===== src/design/tsl_pkg.sv =====
// Shared types and constants for the throttle slew limiter with DSHOT/PWM mapping.
// Used by the channel interfaces, the slew stage, the drive mapper and the top level.
// No dependencies.
package tsl_pkg;

    // Field widths
    localparam int LEVEL_W    = 18;
    localparam int DRIVE_W    = 16;
    localparam int MS_W       = 16;
    localparam int RATE_W     = 16;
    localparam int PULSE_W    = 16;
    localparam int OP_W       = 2;
    localparam int CFG_IDX_W  = 3;
    localparam int CFG_DATA_W = 16;

    // Scale and deadband in thousandths of a percent; elapsed-time limit in milliseconds
    localparam int FULL_SCALE    = 100000;
    localparam int DEADBAND      = 500;
    localparam int DSHOT_SPAN    = 99500;
    localparam int ELAPSED_LIMIT = 1000;

    // DSHOT codes
    localparam int DSHOT_LOW      = 48;
    localparam int DSHOT_HIGH     = 2047;
    localparam int DSHOT_REV_HIGH = 1047;
    localparam int DSHOT_FWD_LOW  = 1049;
    localparam int DSHOT_UNI_K    = DSHOT_HIGH - DSHOT_LOW;
    localparam int DSHOT_REV_K    = DSHOT_REV_HIGH - DSHOT_LOW;
    localparam int DSHOT_FWD_K    = DSHOT_HIGH - DSHOT_FWD_LOW;

    // Internal widths
    localparam int MAG_W     = 17;   // saturated magnitude, up to full scale
    localparam int STEP_MS_W = 10;   // elapsed time after the long-gap rule
    localparam int STEP_W    = RATE_W + STEP_MS_W;
    localparam int DIFF_W    = LEVEL_W + 1;
    localparam int PROD_W    = MAG_W + PULSE_W;
    localparam int NUM_W     = 28;   // numerator width fed to the reciprocal multiply
    localparam int RECIP_W   = 29;
    localparam int QPROD_W   = NUM_W + RECIP_W;

    // Exact division by reciprocal: for numerators below 2**NUM_W the product
    // with ceil(2**s / d), shifted right by s, equals the true quotient.
    localparam int PWM_PRE_SHIFT = 5;
    localparam int PWM_DIV       = FULL_SCALE >> PWM_PRE_SHIFT;
    localparam int DSHOT_SHIFT   = 45;
    localparam int PWM_SHIFT     = 40;
    localparam logic [RECIP_W-1:0] DSHOT_RECIP =
        RECIP_W'(((64'd1 << DSHOT_SHIFT) + 64'(DSHOT_SPAN) - 64'd1) / 64'(DSHOT_SPAN));
    localparam logic [RECIP_W-1:0] PWM_RECIP =
        RECIP_W'(((64'd1 << PWM_SHIFT) + 64'(PWM_DIV) - 64'd1) / 64'(PWM_DIV));

    localparam logic signed [LEVEL_W-1:0] LEVEL_MAX = LEVEL_W'(FULL_SCALE);
    localparam logic signed [LEVEL_W-1:0] LEVEL_MIN = LEVEL_W'(-FULL_SCALE);

    typedef enum logic [OP_W-1:0] {
        OP_SET         = 2'd0,
        OP_TICK        = 2'd1,
        OP_STOP        = 2'd2,
        OP_RESET_LEVEL = 2'd3
    } op_t;

    typedef enum logic [CFG_IDX_W-1:0] {
        CFG_BIDIRECTIONAL = 3'd0,
        CFG_OUTPUT_MODE   = 3'd1,
        CFG_PULSE_MIN     = 3'd2,
        CFG_PULSE_MAX     = 3'd3,
        CFG_RISE_RATE     = 3'd4,
        CFG_FALL_RATE     = 3'd5,
        CFG_RISE_LIMIT_ON = 3'd6,
        CFG_FALL_LIMIT_ON = 3'd7
    } cfg_idx_t;

    typedef struct packed {
        logic               bidirectional;
        logic               output_mode;
        logic [PULSE_W-1:0] pulse_min_us;
        logic [PULSE_W-1:0] pulse_max_us;
        logic [RATE_W-1:0]  rise_rate;
        logic [RATE_W-1:0]  fall_rate;
        logic               rise_limit_on;
        logic               fall_limit_on;
    } cfg_t;

    localparam cfg_t CFG_RESET = '{
        bidirectional: 1'b0,
        output_mode:   1'b0,
        pulse_min_us:  PULSE_W'(1000),
        pulse_max_us:  PULSE_W'(2000),
        rise_rate:     RATE_W'(500),
        fall_rate:     RATE_W'(1000),
        rise_limit_on: 1'b1,
        fall_limit_on: 1'b1
    };

endpackage


===== src/design/tsl_if.sv =====
// Channel interfaces: command items, result items and configuration writes.
// Each carries valid, ready and its payload. Depends on tsl_pkg.
interface tsl_item_if;
    logic                                valid;
    logic                                ready;
    logic [tsl_pkg::OP_W-1:0]            op;
    logic signed [tsl_pkg::LEVEL_W-1:0]  throttle_command;
    logic [tsl_pkg::MS_W-1:0]            elapsed_ms;

    modport source (output valid, output op, output throttle_command, output elapsed_ms,
                    input ready);
    modport sink   (input valid, input op, input throttle_command, input elapsed_ms,
                    output ready);
endinterface

interface tsl_result_if;
    logic                                valid;
    logic                                ready;
    logic signed [tsl_pkg::LEVEL_W-1:0]  actual_throttle;
    logic [tsl_pkg::DRIVE_W-1:0]         drive_value;
    logic                                at_target;

    modport source (output valid, output actual_throttle, output drive_value,
                    output at_target, input ready);
    modport sink   (input valid, input actual_throttle, input drive_value,
                    input at_target, output ready);
endinterface

interface tsl_cfg_if;
    logic                                valid;
    logic                                ready;
    logic [tsl_pkg::CFG_IDX_W-1:0]       index;
    logic [tsl_pkg::CFG_DATA_W-1:0]      data;

    modport source (output valid, output index, output data, input ready);
    modport sink   (input valid, input index, input data, output ready);
endinterface


===== src/design/tsl_slew.sv =====
// Command and actual throttle state with the set, tick, stop and reset-level update.
// One rate-times-time multiply, a compare and an add per item. Depends on tsl_pkg.
module tsl_slew (
    input  logic                                clk,
    input  logic                                rst_n,
    input  logic                                load,
    input  tsl_pkg::op_t                        op,
    input  logic signed [tsl_pkg::LEVEL_W-1:0]  command,
    input  logic [tsl_pkg::MS_W-1:0]            elapsed_ms,
    input  tsl_pkg::cfg_t                       cfg,
    output logic signed [tsl_pkg::LEVEL_W-1:0]  present_level,
    output logic signed [tsl_pkg::LEVEL_W-1:0]  target_level
);

    logic signed [tsl_pkg::LEVEL_W-1:0] present_level_reg, present_level_next;
    logic signed [tsl_pkg::LEVEL_W-1:0] target_level_reg, target_level_next;
    logic signed [tsl_pkg::LEVEL_W-1:0] lo_bound;
    logic signed [tsl_pkg::LEVEL_W-1:0] cmd_clamped;
    logic signed [tsl_pkg::LEVEL_W-1:0] ramped;
    logic [tsl_pkg::STEP_MS_W-1:0]      ms;
    logic signed [tsl_pkg::DIFF_W-1:0]  diff;
    logic [tsl_pkg::DIFF_W-1:0]         diff_mag;
    logic                               rising;
    logic                               limit_on;
    logic [tsl_pkg::RATE_W-1:0]         rate;
    logic [tsl_pkg::STEP_W-1:0]         step;

    always_comb
    begin
        lo_bound = cfg.bidirectional ? tsl_pkg::LEVEL_MIN : '0;
        priority if (command < lo_bound)
        begin
            cmd_clamped = lo_bound;
        end
        else if (command > tsl_pkg::LEVEL_MAX)
        begin
            cmd_clamped = tsl_pkg::LEVEL_MAX;
        end
        else
        begin
            cmd_clamped = command;
        end
    end

    // A gap longer than the limit counts as no time at all.
    assign ms = (elapsed_ms > tsl_pkg::MS_W'(tsl_pkg::ELAPSED_LIMIT)) ?
                '0 : elapsed_ms[tsl_pkg::STEP_MS_W-1:0];

    assign diff     = tsl_pkg::DIFF_W'(target_level_reg) - tsl_pkg::DIFF_W'(present_level_reg);
    assign rising   = !diff[tsl_pkg::DIFF_W-1] && (diff != '0);
    assign diff_mag = diff[tsl_pkg::DIFF_W-1] ? tsl_pkg::DIFF_W'(-diff) : tsl_pkg::DIFF_W'(diff);
    assign rate     = rising ? cfg.rise_rate : cfg.fall_rate;
    assign limit_on = rising ? cfg.rise_limit_on : cfg.fall_limit_on;
    assign step     = tsl_pkg::STEP_W'(rate) * tsl_pkg::STEP_W'(ms);

    // When the remaining distance is larger than the step, the step fits in the level width.
    always_comb
    begin
        if (!limit_on || (tsl_pkg::STEP_W'(diff_mag) <= step))
        begin
            ramped = target_level_reg;
        end
        else if (rising)
        begin
            ramped = present_level_reg + tsl_pkg::LEVEL_W'(step);
        end
        else
        begin
            ramped = present_level_reg - tsl_pkg::LEVEL_W'(step);
        end
    end

    always_comb
    begin
        present_level_next = present_level_reg;
        target_level_next  = target_level_reg;
        unique case (op)
            tsl_pkg::OP_SET:
            begin
                target_level_next = cmd_clamped;
                if (!cfg.rise_limit_on && !cfg.fall_limit_on)
                begin
                    present_level_next = cmd_clamped;
                end
            end
            tsl_pkg::OP_TICK:
            begin
                present_level_next = ramped;
            end
            tsl_pkg::OP_STOP:
            begin
                present_level_next = '0;
                target_level_next  = '0;
            end
            tsl_pkg::OP_RESET_LEVEL:
            begin
                present_level_next = '0;
            end
            default:
            begin
                present_level_next = present_level_reg;
            end
        endcase
    end

    always_ff @(posedge clk or negedge rst_n)
    begin
        if (!rst_n)
        begin
            present_level_reg <= '0;
            target_level_reg  <= '0;
        end
        else if (load)
        begin
            present_level_reg <= present_level_next;
            target_level_reg  <= target_level_next;
        end
    end

    assign present_level = present_level_reg;
    assign target_level  = target_level_reg;

endmodule


===== src/design/tsl_map.sv =====
// Maps the actual throttle to a DSHOT code or a PWM pulse width in two registered
// stages: scale multiply, then exact division by reciprocal multiply. Depends on tsl_pkg.
module tsl_map (
    input  logic                                clk,
    input  logic                                advance,
    input  tsl_pkg::cfg_t                       cfg,
    input  logic signed [tsl_pkg::LEVEL_W-1:0]  level,
    input  logic                                at_target,
    output logic signed [tsl_pkg::LEVEL_W-1:0]  level_out,
    output logic                                at_target_out,
    output logic [tsl_pkg::DRIVE_W-1:0]         drive
);

    logic [tsl_pkg::LEVEL_W-1:0]        mag_full;
    logic [tsl_pkg::MAG_W-1:0]          mag;
    logic [tsl_pkg::MAG_W-1:0]          excess;
    logic                               above_pos;
    logic                               below_neg;
    logic                               at_full;
    logic [tsl_pkg::PULSE_W:0]          center_sum;
    logic [tsl_pkg::PULSE_W-1:0]        center;
    logic [tsl_pkg::PULSE_W-1:0]        half;
    logic [tsl_pkg::PULSE_W-1:0]        range;
    logic [tsl_pkg::MAG_W-1:0]          mul_a;
    logic [tsl_pkg::PULSE_W-1:0]        mul_b;
    logic [tsl_pkg::DRIVE_W-1:0]        base;
    logic                               subtract;
    logic                               pwm;

    logic [tsl_pkg::PROD_W-1:0]         c_prod_reg;
    logic [tsl_pkg::DRIVE_W-1:0]        c_base_reg;
    logic                               c_sub_reg;
    logic                               c_pwm_reg;
    logic signed [tsl_pkg::LEVEL_W-1:0] c_level_reg;
    logic                               c_eq_reg;

    logic [tsl_pkg::NUM_W-1:0]          numer;
    logic [tsl_pkg::RECIP_W-1:0]        recip;
    logic [tsl_pkg::QPROD_W-1:0]        qprod;
    logic [tsl_pkg::DRIVE_W-1:0]        quot;

    logic [tsl_pkg::DRIVE_W-1:0]        d_quot_reg;
    logic [tsl_pkg::DRIVE_W-1:0]        d_base_reg;
    logic                               d_sub_reg;
    logic signed [tsl_pkg::LEVEL_W-1:0] d_level_reg;
    logic                               d_eq_reg;

    // Magnitude saturates at full scale; levels are kept in range, so this is a guard.
    assign mag_full  = level[tsl_pkg::LEVEL_W-1] ? tsl_pkg::LEVEL_W'(-level)
                                                 : tsl_pkg::LEVEL_W'(level);
    assign mag       = (mag_full > tsl_pkg::LEVEL_W'(tsl_pkg::FULL_SCALE)) ?
                       tsl_pkg::MAG_W'(tsl_pkg::FULL_SCALE) : mag_full[tsl_pkg::MAG_W-1:0];
    assign excess    = mag - tsl_pkg::MAG_W'(tsl_pkg::DEADBAND);
    assign above_pos = level > tsl_pkg::LEVEL_W'(tsl_pkg::DEADBAND);
    assign below_neg = level < tsl_pkg::LEVEL_W'(-tsl_pkg::DEADBAND);
    assign at_full   = level >= tsl_pkg::LEVEL_MAX;

    assign center_sum = {1'b0, cfg.pulse_min_us} + {1'b0, cfg.pulse_max_us};
    assign center     = center_sum[tsl_pkg::PULSE_W:1];
    assign half       = center - cfg.pulse_min_us;
    assign range      = cfg.pulse_max_us - cfg.pulse_min_us;

    // Constant results go through the multiplier with a zero factor.
    always_comb
    begin
        mul_a    = excess;
        mul_b    = '0;
        base     = '0;
        subtract = 1'b0;
        pwm      = cfg.output_mode;
        if (!cfg.output_mode)
        begin
            if (!cfg.bidirectional)
            begin
                priority if (at_full)
                begin
                    base = tsl_pkg::DRIVE_W'(tsl_pkg::DSHOT_HIGH);
                end
                else if (above_pos)
                begin
                    base  = tsl_pkg::DRIVE_W'(tsl_pkg::DSHOT_LOW);
                    mul_b = tsl_pkg::PULSE_W'(tsl_pkg::DSHOT_UNI_K);
                end
                else
                begin
                    base = '0;
                end
            end
            else
            begin
                priority if (below_neg)
                begin
                    base  = tsl_pkg::DRIVE_W'(tsl_pkg::DSHOT_LOW);
                    mul_b = tsl_pkg::PULSE_W'(tsl_pkg::DSHOT_REV_K);
                end
                else if (above_pos)
                begin
                    base  = tsl_pkg::DRIVE_W'(tsl_pkg::DSHOT_FWD_LOW);
                    mul_b = tsl_pkg::PULSE_W'(tsl_pkg::DSHOT_FWD_K);
                end
                else
                begin
                    base = '0;
                end
            end
        end
        else
        begin
            mul_a = mag;
            if (!cfg.bidirectional)
            begin
                base = cfg.pulse_min_us;
                if (above_pos)
                begin
                    mul_b = range;
                end
            end
            else
            begin
                base     = center;
                mul_b    = half;
                subtract = level[tsl_pkg::LEVEL_W-1];
            end
        end
    end

    always_ff @(posedge clk)
    begin
        if (advance)
        begin
            c_prod_reg  <= tsl_pkg::PROD_W'(mul_a) * tsl_pkg::PROD_W'(mul_b);
            c_base_reg  <= base;
            c_sub_reg   <= subtract;
            c_pwm_reg   <= pwm;
            c_level_reg <= level;
            c_eq_reg    <= at_target;
        end
    end

    // PWM divides by full scale as a shift by 5 and then a division by 3125.
    assign numer = c_pwm_reg ? c_prod_reg[tsl_pkg::PWM_PRE_SHIFT +: tsl_pkg::NUM_W]
                             : c_prod_reg[tsl_pkg::NUM_W-1:0];
    assign recip = c_pwm_reg ? tsl_pkg::PWM_RECIP : tsl_pkg::DSHOT_RECIP;
    assign qprod = tsl_pkg::QPROD_W'(numer) * tsl_pkg::QPROD_W'(recip);
    assign quot  = c_pwm_reg ? tsl_pkg::DRIVE_W'(qprod >> tsl_pkg::PWM_SHIFT)
                             : tsl_pkg::DRIVE_W'(qprod >> tsl_pkg::DSHOT_SHIFT);

    always_ff @(posedge clk)
    begin
        if (advance)
        begin
            d_quot_reg  <= quot;
            d_base_reg  <= c_base_reg;
            d_sub_reg   <= c_sub_reg;
            d_level_reg <= c_level_reg;
            d_eq_reg    <= c_eq_reg;
        end
    end

    // Pulse arithmetic wraps modulo 2**16.
    assign drive         = d_sub_reg ? (d_base_reg - d_quot_reg) : (d_base_reg + d_quot_reg);
    assign level_out     = d_level_reg;
    assign at_target_out = d_eq_reg;

endmodule


===== src/design/throttle_slew_limiter_with_dshot_pwm_map.sv =====
// Top level of the throttle slew limiter with DSHOT/PWM drive mapping.
// Depends on tsl_pkg, the interfaces in tsl_if, tsl_slew and tsl_map.
//
// Usage:
//   item   - command transactions: op (set, tick, stop, reset level), throttle_command
//            for set, elapsed_ms for tick.
//   result - one transaction per item: actual_throttle, drive_value (DSHOT code or PWM
//            microseconds per output_mode) and at_target.
//   cfg    - register writes by index; always ready. Write only while no item is in flight.
// Timing:
//   One item is accepted per cycle unless a result waits unaccepted. Its result passes
//   through the input register, the state update, the scale multiply, the reciprocal
//   multiply and the result register. The state update with its rate-times-time multiply
//   must finish before the next item, since the next item reads the updated levels.
// Stalls:
//   The whole pipeline advances together; while a result waits unaccepted the
//   pipeline holds and item.ready is low. Bubbles in the pipeline move along with it.
// Reset:
//   rst_n clears both levels to zero, empties the pipeline and loads the register
//   defaults (1000/2000 us pulses, rates 500 and 1000 %/s, both ramps on).
module throttle_slew_limiter_with_dshot_pwm_map (
    input  logic                 clk,
    input  logic                 rst_n,
    tsl_item_if.sink             item,
    tsl_result_if.source         result,
    tsl_cfg_if.sink              cfg
);

    tsl_pkg::cfg_t                      cfg_reg, cfg_next;

    logic                               advance;
    logic                               a_valid_reg;
    logic                               b_valid_reg;
    logic                               c_valid_reg;
    logic                               d_valid_reg;
    logic                               result_valid_reg;

    tsl_pkg::op_t                       a_op_reg;
    logic signed [tsl_pkg::LEVEL_W-1:0] a_cmd_reg;
    logic [tsl_pkg::MS_W-1:0]           a_ms_reg;

    logic signed [tsl_pkg::LEVEL_W-1:0] present_level;
    logic signed [tsl_pkg::LEVEL_W-1:0] target_level;
    logic signed [tsl_pkg::LEVEL_W-1:0] map_level;
    logic                               map_at_target;
    logic [tsl_pkg::DRIVE_W-1:0]        map_drive;

    logic signed [tsl_pkg::LEVEL_W-1:0] result_level_reg;
    logic [tsl_pkg::DRIVE_W-1:0]        result_drive_reg;
    logic                               result_eq_reg;

    // Configuration registers
    always_comb
    begin
        cfg_next = cfg_reg;
        if (cfg.valid)
        begin
            unique case (tsl_pkg::cfg_idx_t'(cfg.index))
                tsl_pkg::CFG_BIDIRECTIONAL: cfg_next.bidirectional = cfg.data[0];
                tsl_pkg::CFG_OUTPUT_MODE:   cfg_next.output_mode   = cfg.data[0];
                tsl_pkg::CFG_PULSE_MIN:     cfg_next.pulse_min_us  = cfg.data;
                tsl_pkg::CFG_PULSE_MAX:     cfg_next.pulse_max_us  = cfg.data;
                tsl_pkg::CFG_RISE_RATE:     cfg_next.rise_rate     = cfg.data;
                tsl_pkg::CFG_FALL_RATE:     cfg_next.fall_rate     = cfg.data;
                tsl_pkg::CFG_RISE_LIMIT_ON: cfg_next.rise_limit_on = cfg.data[0];
                tsl_pkg::CFG_FALL_LIMIT_ON: cfg_next.fall_limit_on = cfg.data[0];
                default:                    cfg_next = cfg_reg;
            endcase
        end
    end

    always_ff @(posedge clk or negedge rst_n)
    begin
        if (!rst_n)
        begin
            cfg_reg <= tsl_pkg::CFG_RESET;
        end
        else
        begin
            cfg_reg <= cfg_next;
        end
    end

    assign cfg.ready = 1'b1;

    // Pipeline control: everything moves unless a finished result is being held.
    assign advance    = !result_valid_reg || result.ready;
    assign item.ready = advance;

    always_ff @(posedge clk or negedge rst_n)
    begin
        if (!rst_n)
        begin
            a_valid_reg      <= 1'b0;
            b_valid_reg      <= 1'b0;
            c_valid_reg      <= 1'b0;
            d_valid_reg      <= 1'b0;
            result_valid_reg <= 1'b0;
        end
        else if (advance)
        begin
            a_valid_reg      <= item.valid;
            b_valid_reg      <= a_valid_reg;
            c_valid_reg      <= b_valid_reg;
            d_valid_reg      <= c_valid_reg;
            result_valid_reg <= d_valid_reg;
        end
    end

    always_ff @(posedge clk)
    begin
        if (advance)
        begin
            a_op_reg  <= tsl_pkg::op_t'(item.op);
            a_cmd_reg <= item.throttle_command;
            a_ms_reg  <= item.elapsed_ms;
        end
    end

    tsl_slew u_slew (
        .clk           (clk),
        .rst_n         (rst_n),
        .load          (advance && a_valid_reg),
        .op            (a_op_reg),
        .command       (a_cmd_reg),
        .elapsed_ms    (a_ms_reg),
        .cfg           (cfg_reg),
        .present_level (present_level),
        .target_level  (target_level)
    );

    // The level registers hold the values of the item now in the second stage.
    tsl_map u_map (
        .clk           (clk),
        .advance       (advance),
        .cfg           (cfg_reg),
        .level         (present_level),
        .at_target     (present_level == target_level),
        .level_out     (map_level),
        .at_target_out (map_at_target),
        .drive         (map_drive)
    );

    always_ff @(posedge clk)
    begin
        if (advance)
        begin
            result_level_reg <= map_level;
            result_drive_reg <= map_drive;
            result_eq_reg    <= map_at_target;
        end
    end

    assign result.valid           = result_valid_reg;
    assign result.actual_throttle = result_level_reg;
    assign result.drive_value     = result_drive_reg;
    assign result.at_target       = result_eq_reg;

`ifndef NO_ASSERTIONS
    // The command never leaves full scale, since set clamps it.
    assert property (@(posedge clk) disable iff (!rst_n)
        (target_level >= tsl_pkg::LEVEL_MIN) && (target_level <= tsl_pkg::LEVEL_MAX))
        else $error("command level outside full scale");

    // A stop clears both levels.
    assert property (@(posedge clk) disable iff (!rst_n)
        (advance && a_valid_reg && (a_op_reg == tsl_pkg::OP_STOP))
        |=> (present_level == '0) && (target_level == '0))
        else $error("stop did not clear the levels");

    // A tick moves the actual level toward the command without passing it.
    assert property (@(posedge clk) disable iff (!rst_n)
        (advance && a_valid_reg && (a_op_reg == tsl_pkg::OP_TICK))
        |=> (($past(target_level) >= $past(present_level)) ?
             ((present_level <= target_level) && (present_level >= $past(present_level))) :
             ((present_level >= target_level) && (present_level <= $past(present_level)))))
        else $error("tick overshot the command");
`endif

endmodule

===== src/flat_wrapper.sv =====
// flat-port wrapper written by rule: the top's interface ports become plain ports
module throttle_slew_limiter_with_dshot_pwm_map_flat 
  (clk, rst_n, item_valid, item_op, item_throttle_command, item_elapsed_ms, item_ready, result_valid, result_actual_throttle, result_drive_value, result_at_target, result_ready, cfg_valid, cfg_index, cfg_data, cfg_ready);
  tsl_item_if item_i ();
  tsl_result_if result_i ();
  tsl_cfg_if cfg_i ();
  input  logic clk;
  input  logic rst_n;
  input wire logic [$bits(item_i.valid)-1:0] item_valid;
  input wire logic [$bits(item_i.op)-1:0] item_op;
  input wire logic [$bits(item_i.throttle_command)-1:0] item_throttle_command;
  input wire logic [$bits(item_i.elapsed_ms)-1:0] item_elapsed_ms;
  output wire logic [$bits(item_i.ready)-1:0] item_ready;
  output wire logic [$bits(result_i.valid)-1:0] result_valid;
  output wire logic [$bits(result_i.actual_throttle)-1:0] result_actual_throttle;
  output wire logic [$bits(result_i.drive_value)-1:0] result_drive_value;
  output wire logic [$bits(result_i.at_target)-1:0] result_at_target;
  input wire logic [$bits(result_i.ready)-1:0] result_ready;
  input wire logic [$bits(cfg_i.valid)-1:0] cfg_valid;
  input wire logic [$bits(cfg_i.index)-1:0] cfg_index;
  input wire logic [$bits(cfg_i.data)-1:0] cfg_data;
  output wire logic [$bits(cfg_i.ready)-1:0] cfg_ready;
  assign item_i.valid = item_valid;
  assign item_i.op = item_op;
  assign item_i.throttle_command = item_throttle_command;
  assign item_i.elapsed_ms = item_elapsed_ms;
  assign item_ready = item_i.ready;
  assign result_valid = result_i.valid;
  assign result_actual_throttle = result_i.actual_throttle;
  assign result_drive_value = result_i.drive_value;
  assign result_at_target = result_i.at_target;
  assign result_i.ready = result_ready;
  assign cfg_i.valid = cfg_valid;
  assign cfg_i.index = cfg_index;
  assign cfg_i.data = cfg_data;
  assign cfg_ready = cfg_i.ready;
  throttle_slew_limiter_with_dshot_pwm_map u_core (.clk(clk), .rst_n(rst_n), .item(item_i), .result(result_i), .cfg(cfg_i));
endmodule

===== config.mk =====
export PLATFORM = sky130hd
export DESIGN_NAME = throttle_slew_limiter_with_dshot_pwm_map_flat
export DESIGN_NICKNAME = d
export VERILOG_FILES = /design/src/design/tsl_pkg.sv /design/src/design/tsl_if.sv /design/src/design/tsl_slew.sv /design/src/design/tsl_map.sv /design/src/design/throttle_slew_limiter_with_dshot_pwm_map.sv /design/src/flat_wrapper.sv
export SDC_FILE = /design/constraint.sdc
export NUM_CORES = 2
export LEC_CHECK = 0
export BUFFER_PORTS_ARGS = -buffer_cell sky130_fd_sc_hd__buf_2
export CELL_PAD_IN_SITES_DETAIL_PLACEMENT = 2
export CELL_PAD_IN_SITES_GLOBAL_PLACEMENT = 2
export CORE_ASPECT_RATIO = 1.25
export CORE_MARGIN = 2
export CORE_UTILIZATION = 39
export DETAILED_ROUTE_END_ITERATION = 12
export HOLD_SLACK_MARGIN = 0.05
export PLACE_DENSITY_LB_ADDON = 0.05
export SYNTH_ARGS = -nofsm -noshare
export SYNTH_HDL_FRONTEND = slang
export SYNTH_SLANG_ARGS = --single-unit

===== constraint.sdc =====
create_clock -name clk -period 9.9 [get_ports clk]
set_input_delay 0.99 -clock clk [delete_from_list [all_inputs] [get_ports clk]]
set_output_delay 0.99 -clock clk [all_outputs]
set_load 0.02 [all_outputs]

# After elaboration in Yosys (flattened, before gate mapping)
# Index checks and enable logic that the tools add are counted.
# op_classes
n_eq_ne,12
magnitude_cmp,8
n_reduce_logical,26
muxes,34
add_sub_neg,11
n_mul,3
# ops
op,n
16-bit 2-to-1 mux,9
18-bit 2-to-1 mux,7
28-bit by 29-bit multiplier with 57-bit output,1
11-bit 2-to-1 mux,5
18-bit one-hot mux with 3 select lines,1
16-bit subtractor,3
18-bit one-hot mux with 2 select lines,1
17-bit 2-to-1 mux,2
17-bit by 16-bit multiplier with 33-bit output,1
10-bit 2-to-1 mux,3
28-bit 2-to-1 mux,1
19-bit by 26-bit <= comparator with 1-bit output,1
16-bit by 10-bit multiplier with 26-bit output,1
25-bit 2-to-1 mux,1
2-bit AND reduction,11
19-bit 2-to-1 mux,1
19-bit negator,1
19-bit nonzero test,1
18-bit by 18-bit subtractor with 19-bit output,1
18-bit adder,1
18-bit equality test,1
18-bit greater-or-equal comparator (second input constant),1
18-bit by 10-bit greater-than comparator with 1-bit output (second input constant),1
18-bit by 17-bit greater-than comparator with 1-bit output (second input constant),1
25 further kinds,37
# totals
word_cells,127
input_bits,60
regBits,302

# Logic depth before layout (Yosys ltp)
# logic_depth
ltp_word,9
mapped_depth,46
mapped_depth_nobuf,43

# By module
# From an unflattened synthesis, not the netlist that was laid out.
# hier_totals
cells_unflattened,5172
area_unflattened_um2,49865.3
# by_module_without_submodules
module,seq_area_each_um2,instances,cells_per_inst,area_per_inst_um2
tsl_map,3663.5,1,3616,34012.6
tsl_slew,900.9,1,1294,10681.5
throttle_slew_limiter_with_dshot_pwm_map,3991.3,1,262,5171.2

# Worst setup path before layout
# No wires, ideal clock.
# synth_path
kind,reg2reg
from,register u_core.u_slew.present_level_reg (netlist bit u_core.u_slew.present_level[5])
to,"register u_core.u_map.c_prod_reg[32] (netlist bit), data pin"
required_time_ns,9.641
setup_ns,0.259
path_slack_ns,-0.123
arrival_ns,9.764
stages_incl_launch_ff,43
n_path_buf,4
path_cell_list,dfrtp_1 -> clkbuf_1 -> nor4_1 -> nand4_1 -> nand2b_1 -> o21ai_0 -> nand3_1 -> o21ai_0 -> o311ai_0 -> a21oi_1 -> clkbuf_1 -> clkbuf_1 -> nand2_1 -> ha_1 -> or3_1 -> and4_1 -> nand2_1 -> xnor2_1 -> [... 7 more ...] -> inv_1 -> fa_1 -> inv_1 -> fa_1 -> inv_1 -> fa_1 -> ha_1 -> o21a_1 -> o21ai_0 -> nand2b_1 -> a21boi_0 -> a31o_2 -> a211o_1 -> o211ai_1 -> a21oi_1 -> a41oi_1 -> a21oi_1 -> xnor2_1
# synth_via
elab_chain_len,7
elab_cells_between_ends,18
classes_between,2 x add/sub; 1 x mul; 4 x order compare; 11 x mux
# synth_rtl
item,line_no,rtl
from (decl),tsl_slew.sv:15,"logic signed [tsl_pkg::LEVEL_W-1:0] present_level_reg, present_level_next;"
from (signal assigned),tsl_slew.sv:115,present_level_reg <= present_level_next;
18-bit negator,tsl_map.sv:49,assign mag_full = level[tsl_pkg::LEVEL_W-1] ? tsl_pkg::LEVEL_W'(-level)
18-bit 2-to-1 mux,tsl_map.sv:49,
18-bit by 17-bit greater-than comparator with 1-bit output,tsl_map.sv:51,assign mag = (mag_full > tsl_pkg::LEVEL_W'(tsl_pkg::FULL_SCALE)) ?
17-bit 2-to-1 mux,tsl_map.sv:51,
17-bit by 9-bit subtractor with 17-bit output,tsl_map.sv:53,assign excess = mag - tsl_pkg::MAG_W'(tsl_pkg::DEADBAND);
17-bit 2-to-1 mux,tsl_map.sv:71,if (!cfg.output_mode)
17-bit by 16-bit multiplier with 33-bit output *,tsl_map.sv:131,c_prod_reg <= tsl_pkg::PROD_W'(mul_a) * tsl_pkg::PROD_W'(mul_b);
to (signal assigned),tsl_map.sv:131,
to (decl),tsl_map.sv:30,logic [tsl_pkg::PROD_W-1:0] c_prod_reg;
# Every way passes the cells marked *; elsewhere a longest branch is shown, timed or not.
# A chain may end at the register's enable or synchronous reset.

# Worst setup path after layout
# layout_path
from,register u_core.u_slew.target_level_reg (netlist bit u_core.u_slew.target_level[0])
to,register u_core.u_slew.present_level_reg (netlist bit u_core.u_slew.present_level[8])
# layout_via
elab_chain_len,9
elab_cells_between_ends,17
classes_between,4 x add/sub; 1 x mul; 1 x order compare; 6 x mux; 5 x reduce/logical
# layout_rtl
item,line_no,rtl
from (decl),tsl_slew.sv:16,"logic signed [tsl_pkg::LEVEL_W-1:0] target_level_reg, target_level_next;"
from (signal assigned),tsl_slew.sv:116,target_level_reg <= target_level_next;
18-bit by 18-bit subtractor with 19-bit output *,tsl_slew.sv:49,assign diff = tsl_pkg::DIFF_W'(target_level_reg) - tsl_pkg::DIFF_W'(present_level_reg);
19-bit nonzero test / 1-bit zero test (equally long branches),tsl_slew.sv:50,assign rising = !diff[tsl_pkg::DIFF_W-1] && (diff != '0);
1-bit logical AND,tsl_slew.sv:50,
16-bit 2-to-1 mux,tsl_slew.sv:52,assign rate = rising ? cfg.rise_rate : cfg.fall_rate;
16-bit by 10-bit multiplier with 26-bit output,tsl_slew.sv:54,assign step = tsl_pkg::STEP_W'(rate) * tsl_pkg::STEP_W'(ms);
"18-bit subtractor, or another cell as far along",tsl_slew.sv:69,ramped = present_level_reg - tsl_pkg::LEVEL_W'(step);
18-bit 2-to-1 mux / 1-bit logical OR (equally long branches),"tsl_slew.sv:63, tsl_slew.sv:59",
18-bit 2-to-1 mux *,tsl_slew.sv:59,if (!limit_on || (tsl_pkg::STEP_W'(diff_mag) <= step))
18-bit one-hot mux with 3 select lines *,tsl_slew.sv:77,unique case (op)
# Marks and branches as above.

==> metrics.cfg <==
[outcome]
run_status=finished, violations left
violations=negative setup slack

[yosys]
synth_edf_count=193
netlist_area_sq_um=48380
syn_inst=5022
synth-async-reset-ratio=0.3609
synth_warnings=0
synth-seq-cells=302
synth_ff_type=edfxtp_1
syn_area_per_cell_sq_um=9.634
seq_area_frac_synth=0.1768
ys_types=87

[clocking]
numCtsBuffers=35
path_clk_slew_ps=60
clk_latency_ps=570
holdBufCountCts=0
cts_max_path_buffers=3
cts_sinks=302
cts-root-buf=clkbuf_16
cts_tree=built
htree_levels=2

[sta]
finalMaxSlewViolations=0
relSlewSlack=0.3020
rsz0062_at_grt=yes
final_hold_viol_count=0
fin_ws_ps=-212.5
clock_skew_ps=28.58
setup_viol=18
post-route-period-util=1.021
fin_crit_ps=10110
worstMarginPinSlew_ps=1037
max_freq_mhz=98.89

[global_routing]
antenna_found_initial=8
use_met1=0.2859
grt_pass1_wl_um=260500
use_met2=0.5342
grt-ovfl-total=0
grt_util_met3=0.01434
grt_pass1_vias=43530
grt_max_degree=82
top_usage_layer=met2
track_usage=0.2700

[route]
vias=36890
firstDrtPassIters=5
drtIter0Drc=1067
via_per_inst=5.208
remaining_drc_errors=0
ant_nets=0
wl_um=169000
routedWlPerCell_um=23.86

[die]
initial_core_util=0.3926
core_area_sq_um=123200
rows=144
die_y_um=397.8
io_pins=98
die_w_um=319.0
dieArea_sq_um=126900

[final_layout]
instances_no_fill=7084
layout-drive-gt1-share=0.1449
fillerInstances=13300
design_area_sq_um=55580
largest_reg_flops=68
syn_to_final_growth_pct=14.87
fin_nets=6870

[critical_path]
setup.worst_path.end_class=flip-flop
critPathMaxStageDelay_ps=580
critical_path.max_fanout=7
arrival_ps=10590
cp.required_ps=10380
slowest_stage=or4b_4
worst-setup-path-type=reg2reg
critPathLaunchType=flip-flop

[place]
io_buffer_count=96
hpwl_um=145800
place_area_sq_um=53080
dp_cells=6957
place.gp.congestion=0.9024

[flow_run]
cap_viol_max_count=0

[hold_path]
min_path_type=reg2reg

[synth_stat cells (all sizes together) (6+ instances only)]
library cell / number / area (sq um)
xnor2: 155 / 1358
buf: 19 / 106.4
nor2: 259 / 972.2
fa: 735 / 14710
o2111ai: 6 / 52.55
ha: 628 / 7858
dfrtp: 83 / 2077
a21boi: 10 / 75.07
a211oi: 19 / 142.6
mux2i: 44 / 440.4
dfstp: 26 / 683.2
or2: 10 / 62.56
nand2b: 47 / 294.0
o221ai: 18 / 157.7
nor2b: 34 / 212.7
o21a: 25 / 187.7
nand3: 42 / 210.2
a21o: 74 / 563.0
o21ai: 143 / 715.7
o21bai: 33 / 247.7
nand2: 536 / 2012
mux2: 75 / 844.6
inv: 1106 / 4151
nor3: 48 / 240.2
or4: 10 / 75.07
and3: 30 / 192.7
o211a: 6 / 60.06
a221oi: 9 / 115.1
edfxtp: 193 / 5796
nor3b: 11 / 82.58
and2: 50 / 312.8
clkbuf: 108 / 405.4
o41ai: 10 / 87.58
nor4: 19 / 118.9
a21oi: 163 / 815.8
o31ai: 24 / 185.2
o211ai: 17 / 127.6
or3: 16 / 100.1
a31oi: 14 / 93.84
xor2: 61 / 541.8
a211o: 10 / 87.58
nand4: 25 / 156.4
[final cells by class]
type                    count  area (sq um)  area share
clock inverters            21         205.2    0.003692
clock buffers              42         942.2     0.01695
well taps                1606          2009     0.03616
inverters                1107          4158     0.07481
repair buffers            482          3570     0.06423
diodes                      5         12.51   0.0002251
multi-input cells        3519         36120      0.6500
flip-flops and latches    302          8556      0.1539
[kinds of logic (layout without fill, tap and decap cells)]
logic type	Yosys count	after routing	share of synthesized area
simple gates	1159	1159	0.1088
buf+inv	1234	1652	0.09646
fa+ha+maj	1363	1363	0.4665
compound gates	627	627	0.08537
flops	302	302	0.1768
other cells	2	40	0.0001552
xor+xnor	216	216	0.03926
mux	119	119	0.02656
[critical path: cells and delay by family (launching register included)]
family,cells,cell delay (ps)
xor+xnor,2,350
mux,2,500
simple gates,10,1720
fa+ha+maj,8,3220
flops,1,400
compound gates,9,2240
buf+inv,13,1550
[metal layers]
layer	vias up	share of wire
met2	455	0.56
met4	0	0.062
li1	16860	-
met5	-	0
met1	19280	0.37
met3	301	0.015
[worst paths after layout]
| check | end | cells after the start | slack [ps] | startpoint |
|---|---|---|---|---|
| worst max-delay path | u_core.u_slew.present_level[8] | 44 | -210 | u_core.u_slew.target_level[0] |
| worst min-delay path | u_core.u_map.level_out[4] | 0 | 420 | u_core.u_map.c_level_reg[4] |
| worst max register to register | u_core.u_slew.present_level[8] | 44 | -210 | u_core.u_slew.target_level[0] |
| worst min register to register | u_core.u_map.level_out[4] | 0 | 420 | u_core.u_map.c_level_reg[4] |
| max in group asynchronous | u_core.cfg_reg[33] | 2 | 8060 | rst_n |
| min in group asynchronous | u_core.u_slew.target_level[12] | 1 | 490 | rst_n |
[through the flow]
| stage | util | hold slack [ps] | setup TNS (ps) | setup slack (ps) |
|---|---|---|---|---|
| 2_1_floorplan | - | 400.3 | -9.821 | -9.821 |
| 3_3_place_gp | 0.4307 | 402.4 | -2536 | -276.7 |
| 3_5_place_dp | 0.4307 | 406.1 | -11920 | -713.9 |
| 4_1_cts | 0.4467 | 404.8 | -2993 | -256.0 |
| 5_1_grt | 0.4509 | 422.9 | -12800 | -591.0 |
| 6_report | 0.4510 | 417.1 | -2797 | -212.5 |
[placed cells by master (no fill, tap or decap), types with 36 or more instances in the layout]
cell type,Yosys,final
a21o_1,73,73
a21oi_1,163,156
and2_1,49,49
buf_2,4,95
buf_4,2,359
clkbuf_16,0,36
dfrtp_1,83,83
edfxtp_1,193,193
fa_1,735,730
ha_1,628,611
inv_1,1105,1094
mux2_2,75,68
nand2_1,536,530
nand2b_1,47,43
nand3_1,42,40
nor2_1,259,251
nor3_1,48,42
o21ai_0,140,130
xnor2_1,155,152
xor2_1,60,59
[timing repair]
item,4_1_cts,5_1_grt
setup endpoints to repair,31,30
pin swaps,73,79
buffers inserted,27,31
resized for setup,113,68
gates cloned,2,1
endpoints found under the hold margin,0,0
Power is left out: the tool's default activity adds up to more than one toggle a clock period on the data nets, which glitch-free logic cannot reach.
